[config.mk]
export PLATFORM = sky130hd
export DESIGN_NAME = slink_event_word_classifier
export DESIGN_NICKNAME = d
export VERILOG_FILES = /design/src/hw/rtl/sewc_pkg.sv /design/src/hw/rtl/sewc_half_dec.sv /design/src/hw/rtl/slink_event_word_classifier.sv
export VERILOG_INCLUDE_DIRS = /design/src /design/src/hw/rtl
export SDC_FILE = /design/constraint.sdc
export NUM_CORES = 1
export LEC_CHECK = 0
export BUFFER_PORTS_ARGS = -buffer_cell sky130_fd_sc_hd__buf_4
export CAP_MARGIN = 20
export CORE_MARGIN = 2
export CORE_UTILIZATION = 49
export CTS_CLUSTER_DIAMETER = 120
export DETAILED_ROUTE_END_ITERATION = 6
export GPL_TIMING_DRIVEN = 0
export PLACE_DENSITY = 0.85
export REMOVE_ABC_BUFFERS = 1
export SYNTH_ARGS = -nofsm -noshare
export SYNTH_HDL_FRONTEND = slang
export SYNTH_HIERARCHICAL = 1
export SYNTH_SLANG_ARGS = --single-unit
[constraint.sdc]
create_clock -name clk_i -period 8.3 [get_ports clk_i]
set_input_delay 1.66 -clock clk_i [delete_from_list [all_inputs] [get_ports clk_i]]
set_output_delay 1.66 -clock clk_i [all_outputs]
set_load 0.01 [all_outputs]
[src/hw/rtl/slink_event_word_classifier_defines.svh]
// Assertion macros shared by the event word classifier RTL.
`ifndef SLINK_EVENT_WORD_CLASSIFIER_DEFINES_SVH
`define SLINK_EVENT_WORD_CLASSIFIER_DEFINES_SVH

// Same-cycle implication, clocked on clk_i, off during reset.
`define SEWC_ASSERT_IMP(lbl, ante, cons, msg) \
  lbl: assert property (@(posedge clk_i) disable iff (!rst_ni) (ante) |-> (cons)) \
    else $error(msg);

// Next-cycle implication, clocked on clk_i, off during reset.
`define SEWC_ASSERT_NXT(lbl, ante, cons, msg) \
  lbl: assert property (@(posedge clk_i) disable iff (!rst_ni) (ante) |=> (cons)) \
    else $error(msg);

`endif

[src/hw/rtl/sewc_pkg.sv]
// Types and constants of the event word classifier.
package sewc_pkg;

  localparam int unsigned WordW = 64;
  localparam int unsigned HalfW = 32;

  localparam logic [3:0] TopHeader  = 4'h5;
  localparam logic [3:0] TopTrailer = 4'ha;

  localparam logic [HalfW-1:0] FillOne  = 32'h0000_0001;
  localparam logic [HalfW-1:0] FillOnes = 32'hffff_ffff;

  localparam logic [4:0] ErrCodeMin = 5'h1a;

  typedef enum logic [2:0] {
    KIND_HEADER  = 3'd0,
    KIND_TRAILER = 3'd1,
    KIND_HIT     = 3'd2,
    KIND_ERROR   = 3'd3,
    KIND_FRAMING = 3'd4
  } kind_e;

  typedef enum logic [2:0] {
    ERR_NONE     = 3'd0,
    ERR_EVNUM    = 3'd1,
    ERR_TRAILER  = 3'd2,
    ERR_TIMEOUT  = 3'd3,
    ERR_NFULL    = 3'd4,
    ERR_DUMMY    = 3'd5,
    ERR_GAP      = 3'd6
  } err_e;

  typedef enum logic [1:0] {
    MODE_HEADER  = 2'd0,
    MODE_TRAILER = 2'd1,
    MODE_FRAMING = 2'd2,
    MODE_DATA    = 2'd3
  } mode_e;

  // Decoded view of one 32-bit half.
  typedef struct packed {
    logic       vld;
    kind_e      kind;
    err_e       etype;
    logic [6:0] ttc;
    logic [7:0] data;
    logic [3:0] flags;
  } half_res_t;

endpackage

[src/hw/rtl/sewc_half_dec.sv]
// Classifies one 32-bit half of a data word: filler, error word or hit.
module sewc_half_dec import sewc_pkg::*; (
  input  logic [HalfW-1:0] half_i,
  output half_res_t        res_o
);

  logic [4:0] code;
  logic [5:0] diff;

  assign code = half_i[25:21];
  assign diff = 6'd32 - {1'b0, code};

  always_comb begin
    res_o       = '0;
    res_o.vld   = !(half_i == FillOne || half_i == FillOnes);
    res_o.kind  = KIND_HIT;
    res_o.etype = ERR_NONE;
    if (code >= ErrCodeMin) begin
      res_o.kind  = KIND_ERROR;
      res_o.etype = err_e'(diff[2:0]);
      res_o.ttc   = half_i[19:13];
      res_o.data  = half_i[7:0];
      // detail flags only mean something on trailer error words
      if (res_o.etype == ERR_TRAILER) begin
        res_o.flags = half_i[11:8];
      end
    end
  end

endmodule

[src/hw/rtl/slink_event_word_classifier.sv]
// Top level of the event word classifier: link words in, classified words out.
//
//   channel | valid       | stall        | payload
//   --------+-------------+--------------+---------------------------------------------
//   in      | in_valid_i  | in_stall_o   | link_word_i
//   out     | out_valid_o | out_stall_i  | kind_o payload_o error_type_o ttc_event_o
//           |             |              | error_data_o trailer_flags_o last_o
//
// One result word leaves per cycle while out_stall_i is low; a data word with two kept
// halves gives two results, a data word of two fillers none, every other word one.
// The item register is freed as its last result loads the output register, so a new
// word is taken in that same cycle. Reset clears the event flag and both valid bits.
// out_stall_i holds the output register; in_stall_o rises once the item register waits.
`include "slink_event_word_classifier_defines.svh"

module slink_event_word_classifier import sewc_pkg::*; (
  input  logic             clk_i,
  input  logic             rst_ni,
  input  logic             in_valid_i,
  output logic             in_stall_o,
  input  logic [WordW-1:0] link_word_i,
  output logic             out_valid_o,
  input  logic             out_stall_i,
  output logic [2:0]       kind_o,
  output logic [WordW-1:0] payload_o,
  output logic [2:0]       error_type_o,
  output logic [6:0]       ttc_event_o,
  output logic [7:0]       error_data_o,
  output logic [3:0]       trailer_flags_o,
  output logic             last_o
);

  // item register
  logic             a_valid_q, a_valid_d;
  logic [WordW-1:0] a_word_q;
  mode_e            a_mode_q, a_mode_d;
  logic             a_hi_done_q, a_hi_done_d;
  logic             in_event_q, in_event_d;

  // output register
  logic             o_valid_q, o_valid_d;
  kind_e            o_kind_q;
  logic [WordW-1:0] o_payload_q;
  err_e             o_etype_q;
  logic [6:0]       o_ttc_q;
  logic [7:0]       o_data_q;
  logic [3:0]       o_flags_q;
  logic             o_last_q;

  half_res_t hi_res, lo_res, cur_res;
  logic [WordW-1:0] cur_payload;
  logic             cur_has, cur_last;
  logic             hi_pend, lo_pend;
  logic             out_load, emit, a_done, accept;
  logic [3:0]       in_top;

  sewc_half_dec u_hi_dec (
    .half_i (a_word_q[WordW-1:HalfW]),
    .res_o  (hi_res)
  );

  sewc_half_dec u_lo_dec (
    .half_i (a_word_q[HalfW-1:0]),
    .res_o  (lo_res)
  );

  assign hi_pend = (a_mode_q == MODE_DATA) && !a_hi_done_q && hi_res.vld;
  assign lo_pend = (a_mode_q == MODE_DATA) && lo_res.vld;

  always_comb begin
    cur_res     = '0;
    cur_payload = a_word_q;
    cur_has     = 1'b1;
    cur_last    = 1'b1;
    case (a_mode_q)
      MODE_HEADER:  cur_res.kind = KIND_HEADER;
      MODE_TRAILER: cur_res.kind = KIND_TRAILER;
      MODE_FRAMING: cur_res.kind = KIND_FRAMING;
      MODE_DATA: begin
        if (hi_pend) begin
          cur_res     = hi_res;
          cur_payload = {{(WordW-HalfW){1'b0}}, a_word_q[WordW-1:HalfW]};
          cur_last    = !lo_pend;
        end else if (lo_pend) begin
          cur_res     = lo_res;
          cur_payload = {{(WordW-HalfW){1'b0}}, a_word_q[HalfW-1:0]};
        end else begin
          // both halves are fillers: the word drains without a result
          cur_has = 1'b0;
        end
      end
      default: cur_has = 1'b0;
    endcase
  end

  assign out_load   = !o_valid_q || !out_stall_i;
  assign emit       = a_valid_q && cur_has && out_load;
  assign a_done     = a_valid_q && (!cur_has || (out_load && cur_last));
  assign in_stall_o = a_valid_q && !a_done;
  assign accept     = in_valid_i && !in_stall_o;
  assign in_top     = link_word_i[WordW-1:WordW-4];

  always_comb begin
    in_event_d  = in_event_q;
    a_mode_d    = MODE_DATA;
    if (!in_event_q) begin
      if (in_top == TopHeader) begin
        a_mode_d   = MODE_HEADER;
        in_event_d = accept ? 1'b1 : in_event_q;
      end else begin
        a_mode_d   = MODE_FRAMING;
      end
    end else if (in_top == TopTrailer) begin
      a_mode_d   = MODE_TRAILER;
      in_event_d = accept ? 1'b0 : in_event_q;
    end

    a_valid_d   = accept ? 1'b1 : (a_done ? 1'b0 : a_valid_q);
    a_hi_done_d = accept ? 1'b0 : ((emit && !cur_last) ? 1'b1 : a_hi_done_q);
    o_valid_d   = emit ? 1'b1 : (out_load ? 1'b0 : o_valid_q);
  end

  always_ff @(posedge clk_i or negedge rst_ni) begin
    if (!rst_ni) begin
      a_valid_q   <= 1'b0;
      a_hi_done_q <= 1'b0;
      in_event_q  <= 1'b0;
      o_valid_q   <= 1'b0;
    end else begin
      a_valid_q   <= a_valid_d;
      a_hi_done_q <= a_hi_done_d;
      in_event_q  <= in_event_d;
      o_valid_q   <= o_valid_d;
    end
  end

  always_ff @(posedge clk_i) begin
    if (accept) begin
      a_word_q <= link_word_i;
      a_mode_q <= a_mode_d;
    end
    if (emit) begin
      o_kind_q    <= cur_res.kind;
      o_payload_q <= cur_payload;
      o_etype_q   <= cur_res.etype;
      o_ttc_q     <= cur_res.ttc;
      o_data_q    <= cur_res.data;
      o_flags_q   <= cur_res.flags;
      o_last_q    <= cur_last;
    end
  end

  assign out_valid_o     = o_valid_q;
  assign kind_o          = o_kind_q;
  assign payload_o       = o_payload_q;
  assign error_type_o    = o_etype_q;
  assign ttc_event_o     = o_ttc_q;
  assign error_data_o    = o_data_q;
  assign trailer_flags_o = o_flags_q;
  assign last_o          = o_last_q;

  `SEWC_ASSERT_IMP(a_whole_word_last,
    out_valid_o && (kind_o == KIND_HEADER || kind_o == KIND_TRAILER || kind_o == KIND_FRAMING),
    last_o, "whole-word result without last")
  `SEWC_ASSERT_IMP(a_etype_kind, out_valid_o,
    (kind_o == KIND_ERROR) == (error_type_o != ERR_NONE), "error type disagrees with kind")
  `SEWC_ASSERT_IMP(a_flags_trailer, out_valid_o && (trailer_flags_o != 4'd0),
    error_type_o == ERR_TRAILER, "detail flags on non-trailer error")
  `SEWC_ASSERT_IMP(a_half_payload, out_valid_o && (kind_o == KIND_HIT || kind_o == KIND_ERROR),
    payload_o[WordW-1:HalfW] == '0, "half result with upper bits set")
  `SEWC_ASSERT_NXT(a_second_half, emit && !cur_last, a_valid_q && a_hi_done_q,
    "item lost after first half")

endmodule

==> results by group, run 1 <==
Final layout
  – Layout cell share with drive strength beyond 1: 0.358
  – Area growth from synthesis to layout: 28.8%
  – Non-Filler Instances: 822
  – Layout net count: just over 700
  – Ant diodes: 0
  – Filler cell count: ~950

Die
  – I/O Pins: 160
  – Initial Utilization: 0.504
  – # rows: between 40 and 50
  – Die H: about 120 µm
  – Core area: about 0.013 mm²
  – Die Area: roughly 0.015 mm²
  – DIE WIDTH: ~120 µm

Power and ir drop
  – Sw frac: 0.280
  – Pwr Total: 2.46 mW
  – Worst vdd ir: ~0.00022 V
  – Pwr dens: about 290 mW/mm²
  – Int Pwr: 1.77 mW
  – LEAKAGE: around 3.6 nW
  – NetSw: ~0.69 mW
  – Sequential power share: 0.475
  – Clk pwr share: 0.290
  – Gate power share: 0.234

Min path
  – Min-delay src: in_event_q$_DFF_PN0_
  – Min-Delay Path Class: register to register

STA
  – Crit share post-route: 0.548
  – Count of pins over their slew limit: 0
  – Tightest Pin Transition: 0.950 ns
  – Min Clock Period, post-route: roughly 4.5 ns
  – Setup WS post-layout: 3.75 ns
  – WHS: 0.490 ns
  – Fmax: between 0.2 and 0.25 GHz
  – Rel. slew slack: 0.367
  – Final hold vios: 0
  – Layout Skew: about 0.0063 ns
  – RSZ-0062 raised after global routing: no
  – Final Setup Violations: 0
  – Fin Setup TNS: 0 ns

Clocking
  – Root Driver: clkbuf_16
  – Htree depth: 4
  – Cts repair resizes: 0
  – # hold bufs at CTS: 0
  – CTS Sinks: 160
  – Worst-path clk slew: roughly 0.060 ns
  – CTS tree: yes
  – Clock Path Buffers: 2
  – Post-CTS setup buffer count: 0
  – Total CTS buffers: 17
  – Clk Latency, worst-skew pair: roughly 0.4 ns

Worst setup path
  – Reg-to-reg startpoint: a_word_q[53]$_DFFE_PP_
  – Worst EP arrival: roughly 2.9 ns
  – Setup crit end kind: output pin
  – Critical Path Source Type: register
  – Crit Path Max Fanout: 29
  – Worst setup path start: a_word_q[53]$_DFFE_PP_
  – Critical path type: register to output pin
  – Critical path data required time: between 6 and 7 ns

Placed design
  – Placer Congestion: ~0.83
  – Place WS: roughly 4.3 ns
  – IO buf count: about 160
  – Placed insts: 792
  – Post-DP HPWL: 10,700 µm

Synth
  – Synthesized area per cell: between 10 and 15 µm²
  – Most common cell in the netlist: edfxtp_1
  – Seq/Total Area, Yosys: 0.714
  – XOR/XNOR share of the synthesized area: 0.00261
  – Multiplexer area fraction after synthesis: 0
  – Synth top area cells: edfxtp_1 70%, nand2_1 5.8%, a22o_1 3.0%
  – Netlist cell types: 43
  – Dominant cell type by area after synthesis: edfxtp_1
  – Post-synthesis adder-cell area fraction: 0.00747
  – Post-synthesis simple-gate area fraction: 0.191
  – Synth Warn #: 6
  – Register bit total from synthesis: between 150 and 200
  – FFs w/ async S/R, synth: 0.0250
  – Yosys top cell area share: 0.699
  – Compound-cell area share of the yosys netlist: 0.0551
  – Main combinational cell family by area after synthesis: simple AND/OR/NAND/NOR gates
  – Commonest register cell after synthesis: edfxtp_1
  – Post-synth EDFFs: 156
  – Post-synthesis cell count: 476
  – Synth top cells by count: 156 x edfxtp_1, 103 x nand2_1, 32 x and3_1, 23 x a22o_1, 20 x nand4_1
  – Post-synth design cell area: ~0.0067 mm²

Global routing
  – Largest net degree at the start of global routing: 69
  – Total grt overflow: 0
  – First-pass GRT wire length: 23,300 µm
  – Tot GR Track Use: 0.216
  – Vias in the first global route: 4,314
  – Initial antenna violation count: 0

Flow run
  – Maximum Capacitance Violations: 0

Drt
  – Number of remaining DRC errors: 0
  – Iter 0 DRT Violations: roughly 290
  – Post-Route WL: between 15,000 and 20,000 µm
  – Antenna viol nets, final: 0
  – Routed WL per cell: 18.6 µm
  – Drt pass-1 iters: 4
  – Via Count: ~4,500
  – Vias per cell: 5.46

Outcome
  – Status: finished, final reports clean
-- cell usage in the layout (no fill, tap or decap), types with 8 or more instances in the layout --
cell	count
and2_4	16
nand2_1	103
nor2_1	8
buf_4	159
and3_1	32
nand4_1	20
and2_1	8
nor4_1	18
edfxtp_1	156
inv_1	9
clkbuf_16	17
and2_2	16
a22o_1	23
-- cell type report --
| cell class | count | area, µm² | area share |
|---|---|---|---|
| flip-flops and latches | 160 | 4780 | 0.554 |
| repair buffers | 164 | 1320 | 0.152 |
| clock buffers | 21 | 440 | 0.0510 |
| well taps | 176 | 220 | 0.0255 |
| inverters | 9 | 33.8 | 0.00391 |
| clock inverters | 9 | 93.8 | 0.0109 |
| multi-input cells | 283 | 1750 | 0.202 |
-- state kept, by name, summed over array words and instances (netlist names), 2 cells and up --
register,count
a_word_q,64
payload_o,64
error_data_o,8
a_mode_q,2
error_type_o,3
ttc_event_o,7
trailer_flags_o,4
kind_o,3
-- layer usage --
metal,global-route usage,vias to the layer above,part of all wire,wire length [µm]
met5,0,-,0,0
met3,0.0446,41,0.060,915
met1,0.273,2143,0.40,6110
met4,0.122,0,0.040,606
met2,0.347,219,0.50,7630
li1,-,2087,-,-
-- through the flow --
step                       util  instance area [µm²]
after floorplan               -                 6550
after CTS                 0.649                 8630
after global routing      0.649                 8630
after global placement    0.599                 7970
final                     0.649                 8630
after detailed placement  0.609                 8100
-- critical path, stage by stage (launching register included) --
cell	delay, ns
edfxtp_1	0.50
nor4_1	0.53
nand4_1	0.21
a2bb2oi_1	0.22
and4b_2	0.49
a21boi_2	0.31
nor2_2	0.06
buf_4	0.15
-- path summary, 6_finish.rpt --
path                            slack [ns]                       to  cells after the start
worst max-delay path                  3.75               in_stall_o                      7
worst min-delay path                  0.49    a_mode_q[0]$_DFFE_PP_                      0
worst max register to register        4.84   a_word_q[57]$_DFFE_PP_                      6
worst min register to register        0.49    a_mode_q[0]$_DFFE_PP_                      0
max in group asynchronous             7.17     in_event_q$_DFF_PN0_                      1
min in group asynchronous             1.03  out_valid_o$_DFFE_PN0P_                      1
-- logic make-up (layout without fill, tap and decap cells) --
logic type,after synthesis,in the layout
buffers and inverters,33,203
and+or+nand+nor,235,235
AOI/OAI and AO/OA,38,38
other,4,4
xor gates and xnor gates,2,2
adders and majority gates,4,4
DFF,160,160
-- power groups by stage --
stage	Clock [mW]	Combinational, mW	Sequential, mW
finish	0.715	0.577	1.17
global route	0.758	0.624	1.19
CTS	0.726	0.583	1.17
detailed placement	0	0.582	1.18
global placement	0	0.529	1.20
floorplan	0	0.233	1.23
Note: power is estimated with default switching activity, not from simulation.
==> run 2, diff against run 1 <==
- CORE_UTILIZATION: 49 -> 48
- PLACE_DENSITY: 0.85 -> 0.87
- clock period: 8.3 -> 4.1 ns (I/O delays scaled with it)
==> run 2 against run 1 <==
Flip-flop and latch count unchanged; largest cell class unchanged; total power grew 110%; cell count grew 0.73%; critical endpoint unchanged; wire length rose by 3.4%; sequential power grew 100%; die area is 2.0% higher; first-iteration DRC count grew 27%.
==> results by group, run 2 (synthesized netlist as in run 1, its figures left out) <==
Drt
  – Routed WL per cell: 19.1 µm (was 18.6 µm)
  – Iter 0 DRT Violations: 361 (was 285)
  – Drt pass-1 iters: 4 (unchanged)
  – Antenna viol nets, final: 0 (unchanged)
  – Vias per cell: 5.40 (was 5.46)
  – Number of remaining DRC errors: 0 (unchanged)
  – Via Count: 4,469 (was 4,490)
  – Post-Route WL: 15,800 µm (was 15,300 µm)

Worst setup path
  – Reg-to-reg startpoint: a_word_q[39]$_DFFE_PP_ (was a_word_q[53]$_DFFE_PP_)
  – Critical path type: register to output pin (unchanged)
  – Crit Path Max Fanout: 27 (was 29)
  – Worst EP arrival: 2.86 ns (was 2.89 ns)
  – Critical path data required time: 3.28 ns (was 6.64 ns)
  – R2R Setup Slk: 0.66 ns (was 4.84 ns)
  – Setup crit end kind: output pin (unchanged)
  – Worst setup path start: a_word_q[39]$_DFFE_PP_ (was a_word_q[53]$_DFFE_PP_)
  – Critical Path Source Type: register (unchanged)

Final layout
  – FF/Latch Area: 0.00478 mm² (unchanged)
  – Layout net count: 707 (unchanged)
  – Area occupied by multi-input gates: 0.00175 mm² (unchanged)
  – Layout cell share with drive strength beyond 1: 0.364 (was 0.358)
  – Most frequent cells in the layout: 159 x buf_4, 156 x edfxtp_1, 103 x nand2_1, 32 x and3_1, 23 x a22o_1 (unchanged)
  – Filler cell count: 1,037 (was 952)
  – Area growth from synthesis to layout: 30.1% (was 28.8%)
  – Commonest non-fill, non-tap cell in the layout: buf_4 (unchanged)
  – Ant diodes: 0 (unchanged)

STA
  – Tightest Pin Transition: 0.984 ns (was 0.950 ns)
  – Final Setup Violations: 0 (unchanged)
  – RSZ-0062 raised after global routing: no (unchanged)
  – Layout Skew: 0.00779 ns (was 0.00633 ns)
  – Rel. slew slack: 0.344 (was 0.367)
  – Final hold vios: 0 (unchanged)
  – Count of pins over their slew limit: 0 (unchanged)
  – Crit share post-route: 0.898
  – Min Clock Period, post-route: about 3.7 ns
  – Setup WS post-layout: 0.417 ns (was 3.75 ns)
  – Fmax: ~0.27 GHz

Clocking
  – Cts repair resizes: 0 (unchanged)
  – Post-CTS setup buffer count: 0 (unchanged)
  – Total CTS buffers: 17 (unchanged)
  – Worst-path clk slew: 0.06 ns (about the same)
  – Htree depth: 4 (unchanged)
  – # hold bufs at CTS: 0 (unchanged)
  – Root Driver: clkbuf_16 (unchanged)
  – Clock Path Buffers: 2 (unchanged)
  – CTS Sinks: 160 (unchanged)
  – Clk Latency, worst-skew pair: 0.43 ns (was 0.41 ns)
  – CTS tree: yes (unchanged)

Global routing
  – First-pass GRT wire length: 23,600 µm (was 23,300 µm)
  – Largest net degree at the start of global routing: 69 (unchanged)
  – Total grt overflow: 0 (unchanged)
  – Vias in the first global route: 4,334 (was 4,314)
  – Initial antenna violation count: 0 (unchanged)
  – Tot GR Track Use: 0.217 (was 0.216)

Flow run
  – Maximum Capacitance Violations: 0 (unchanged)

Die
  – Core area: 0.0138 mm² (was 0.0133 mm²)
  – Die Area: 0.0149 mm² (was 0.0146 mm²)
  – I/O Pins: 160 (unchanged)
  – Die H: 122 µm (was 121 µm)
  – Initial Utilization: 0.487 (was 0.504)
  – DIE WIDTH: 122 µm (was 121 µm)
  – # rows: 43 (was 42)

Placed design
  – Post-DP HPWL: 10,700 µm (about the same)
  – IO buf count: 159 (unchanged)
  – Place WS: 0.718 ns (was 4.26 ns)
  – Placer Congestion: 0.827 (was 0.833)

Min path
  – Min-Delay Path Class: input pin to asynchronous set/reset pin (was register to register)

Power and ir drop
  – Pwr Total: 5.22 mW (was 2.46 mW)
  – LEAKAGE: 3.62 nW (was 3.58 nW)
  – Pwr dens: 598 mW/mm² (was 285 mW/mm²)
  – Worst vdd ir: 0.000452 V (was 0.000220 V)

Outcome
  – Status: finished, final reports clean (unchanged)
## run 2: final cells by class
cell class	instances	area share
sequential	160	0.548
timing repair buffer	164	0.150
clock inverter	13	0.0221
tap	180	0.0258
multi-input combinational	283	0.200
inverter	9	0.00387
clock buffer	19	0.0496
## run 2: per-layer routing
layer  GRT usage  vias up  wire, µm  part of all wire
li1            -     2087         -                 -
met1       0.284     2138      6500              0.41
met2       0.346      215      7830              0.50
met3      0.0562       29      1110             0.071
met4      0.0912        0       343             0.022
met5           0        -         0                 0
## run 2: worst paths after layout
check / end / cells after the start
min in group clk_i: a_mode_q[0]$_DFFE_PP_ / 0
max: in_stall_o / 7
min: a_hi_done_q$_DFFE_PN0P_ / 1
min reg2reg: a_mode_q[0]$_DFFE_PP_ / 0
max reg2reg: a_word_q[0]$_DFFE_PP_ / 6
max in group asynchronous: out_valid_o$_DFFE_PN0P_ / 1
## run 2: stage by stage
step                      utilization  cell area [µm²]  cells  hold WS (ns)  TNS (ns)
after global routing            0.633             8720    828         0.161         0
after global placement          0.579             7970    791         0.476   -351.94
after floorplan                     -             6550    452         0.463   -189.64
after CTS                       0.633             8720    828         0.163         0
after detailed placement        0.588             8100    796         0.477         0
final                           0.633             8720    828         0.179         0
## run 2: critical path: stages (launching register included)
cell	delay [ns]
edfxtp_1	0.45
nor4_1	0.59
nand4_1	0.20
a2bb2oi_1	0.21
and4b_2	0.47
a21boi_2	0.31
nor2_2	0.06
buf_4	0.15
## run 2: power by group
group | internal (mW) | switching [mW]
Clock | 1.07 | 0.610
Sequential | 2.20 | 0.166
Combinational | 0.498 | 0.671
==> run 3, diff against run 2 <==
--- a/config.mk
+++ b/config.mk
@@ -11,3 +11,3 @@
 export CORE_MARGIN = 2
-export CORE_UTILIZATION = 48
+export CORE_UTILIZATION = 40
 export CTS_CLUSTER_DIAMETER = 120
@@ -15,3 +15,3 @@
 export GPL_TIMING_DRIVEN = 0
-export PLACE_DENSITY = 0.87
+export PLACE_DENSITY = 0.76
 export REMOVE_ABC_BUFFERS = 1
==> constraint.sdc (replaced) <==
create_clock -name clk_i -period 4.1 [get_ports clk_i]
set_input_delay 0.41 -clock clk_i [delete_from_list [all_inputs] [get_ports clk_i]]
set_output_delay 0.41 -clock clk_i [all_outputs]
set_load 0.01 [all_outputs]
==> run 3 against run 2 <==
Flip-flop and latch count did not move; setup slack improved by 0.22 ns; wire length rose by 2.2%; critical path type is now register to register.
==> results by group, run 3 (synthesized netlist as in run 1, its figures left out) <==
Drt
  – Routed WL per cell: 18.6 µm (was 19.1 µm)
  – WL met1: 7020 µm (was 6500 µm)
  – Iter 0 DRT Violations: 289 (was 361)
  – Drt pass-1 iters: 4 (unchanged)
  – Highest metal used: met4 (unchanged)
  – Detail Route met3 WL: 830 µm (was 1110 µm)
  – Number of remaining DRC errors: 0 (unchanged)
  – Post-Route WL: 16,100 µm (was 15,800 µm)
  – Metal2 WL: 7850 µm (was 7830 µm)
  – Via Count: 4,444 (was 4,469)
  – Vias per cell: 5.11 (was 5.40)
  – Antenna viol nets, final: 0 (unchanged)

Final layout
  – Ant diodes: 0 (unchanged)
  – Non-Filler Instances: 869 (was 828)
  – Area growth from synthesis to layout: 31.0% (was 30.1%)
  – Commonest non-fill, non-tap cell in the layout: buf_4 (unchanged)
  – Layout net count: 708 (was 707)
  – Filler cell count: 1,369 (was 1,037)
  – Layout cell share with drive strength beyond 1: 0.371 (was 0.364)
  – Most frequent cells in the layout: 159 x buf_4, 156 x edfxtp_1, 103 x nand2_1, 32 x and3_1, 23 x a22o_1 (unchanged)

Global routing
  – Tot GR Track Use: 0.187 (was 0.217)
  – Initial antenna violation count: 0 (unchanged)
  – Largest net degree at the start of global routing: 69 (unchanged)
  – Vias in the first global route: 4,460 (was 4,334)
  – First-pass GRT wire length: 24,800 µm (was 23,600 µm)
  – Total grt overflow: 0 (unchanged)

Clocking
  – Clk Latency, worst-skew pair: 0.43 ns (about the same)
  – Cts repair resizes: 0 (unchanged)
  – Clock Path Buffers: 2 (unchanged)
  – Root Driver: clkbuf_16 (unchanged)
  – CTS Sinks: 160 (unchanged)
  – CTS tree: yes (unchanged)
  – Post-CTS setup buffer count: 0 (unchanged)
  – Worst-path clk slew: 0.06 ns (about the same)
  – Total CTS buffers: 17 (unchanged)
  – Htree depth: 4 (unchanged)

Worst setup path
  – CP peak stage delay: 0.87 ns (was 0.59 ns)
  – Worst setup path start: a_word_q[23]$_DFFE_PP_ (was a_word_q[39]$_DFFE_PP_)
  – Critical Path Source Type: register (unchanged)
  – Critical path data required time: 4.37 ns (was 3.28 ns)
  – Crit Path Max Fanout: 33 (was 27)
  – R2R Setup Slk: 0.64 ns (was 0.66 ns)
  – Worst EP arrival: 3.73 ns (was 2.86 ns)
  – Reg-to-reg startpoint: a_word_q[23]$_DFFE_PP_ (was a_word_q[39]$_DFFE_PP_)
  – Critical path type: register to register (was register to output pin)
  – Worst path slowest cell: nor2_4 (was nor4_1)
  – Crit-path cells: nand4_1 > nor4_1 > a2bb2oi_1 > nand3_2 > nor2_4 > nand2_1 > a31oi_1 (was nor4_1 > nand4_1 > a2bb2oi_1 > and4b_2 > a21boi_2 > nor2_2 > buf_4)
  – Setup crit end kind: register (was output pin)

Min path
  – Min-Delay Path Class: input pin to register (was input pin to asynchronous set/reset pin)
  – Min-delay src: link_word_i[41]

Power and ir drop
  – Worst vdd ir: 0.000369 V (was 0.000452 V)
  – LEAKAGE: 3.62 nW (about the same)
  – Pwr dens: 595 mW/mm² (was 598 mW/mm²)

Die
  – Die Area: 0.0178 mm² (was 0.0149 mm²)
  – # rows: 47 (was 43)
  – I/O Pins: 160 (unchanged)
  – Die H: 133 µm (was 122 µm)
  – Core area: 0.0165 mm² (was 0.0138 mm²)
  – Initial Utilization: 0.407 (was 0.487)
  – DIE WIDTH: 133 µm (was 122 µm)

Placed design
  – Post-DP HPWL: 11,100 µm (was 10,700 µm)
  – Placer Congestion: 0.799 (was 0.827)
  – Placed insts: 836 (was 796)
  – IO buf count: 159 (unchanged)

Flow run
  – Maximum Capacitance Violations: 0 (unchanged)

STA
  – Final hold vios: 0 (unchanged)
  – Fin Setup TNS: 0 ns (unchanged)
  – Count of pins over their slew limit: 0 (unchanged)
  – Rel. slew slack: 0.347 (was 0.344)
  – Fmax: 0.289 GHz (was 0.271 GHz)
  – Tightest Pin Transition: 0.980 ns (was 0.984 ns)
  – Layout Skew: 0.00838 ns (was 0.00779 ns)
  – Final Setup Violations: 0 (unchanged)
  – RSZ-0062 raised after global routing: no (unchanged)
  – Crit share post-route: 0.845 (was 0.898)
  – Min Clock Period, post-route: 3.46 ns (was 3.68 ns)

Outcome
  – Status: finished, final reports clean (unchanged)
-- run 3: changes by cell type in the layout (fill, tap and decap cells not counted), sizes merged --
cell	change
inv	+5
clkinvlp	+1
dlygate4sd3	+1
clkinv	-3
clkbuf	-2
bufinv	-1
-- run 3: layer usage --
layer | GRT usage | up-vias
met5 | 0 | -
met4 | 0.0910 | 0
met3 | 0.0369 | 29
met2 | 0.297 | 181
met1 | 0.248 | 2146
li1 | - | 2088
-- run 3: worst paths after layout --
check                                               to  cells past startpoint
worst max-delay path               kind_o[0]$_DFFE_PP_                      7
worst min-delay path            a_word_q[41]$_DFFE_PP_                      1
worst max register to register     kind_o[0]$_DFFE_PP_                      7
worst min register to register   a_mode_q[0]$_DFFE_PP_                      0
max in group asynchronous         in_event_q$_DFF_PN0_                      2
min in group asynchronous        a_valid_q$_DFFE_PN0P_                      2
-- run 3: area by class of cell --
cell class,count,area (µm²),share of cell area
sequential,160,4780,0.545
inverter,9,33.8,0.00385
timing repair buffer,165,1310,0.149
multi-input combinational,283,1750,0.199
clock buffer,17,425,0.0484
tap,220,275,0.0313
clock inverter,15,205,0.0234
-- run 3: through the flow --
stage                     setup slack (ns)   util  total power [mW]  hold WS [ns]  area (µm²)
after floorplan                      -2.11      -              2.95         0.114        6550
after global placement               -4.10  0.487              3.51         0.207        8020
after detailed placement             0.687  0.494              3.58         0.211        8140
after CTS                            0.665  0.533              5.27         0.135        8780
after global routing                 0.328  0.533              5.46         0.138        8780
final                                0.637  0.533              5.23         0.151        8780
-- run 3: power by group --
part | switching, mW | total [mW] | internal (mW) | leakage (nW)
clock | 0.665 | 1.69 | 1.03 | 0.306
combinational | 0.677 | 1.17 | 0.496 | 1.76
sequential | 0.159 | 2.36 | 2.20 | 1.55
-- run 3: timing repair --
action | CTS | global route
endpoints found under the setup margin | 0 | 0
hold buffers | 1 | 0
hold endpoints to repair | 4 | 0
-- run 3: worst max-delay path: cells and delay by family (launching register included) --
kind	cells	cell delay, ns
flops	1	0.50
simple gates	5	2.00
compound gates	2	0.79
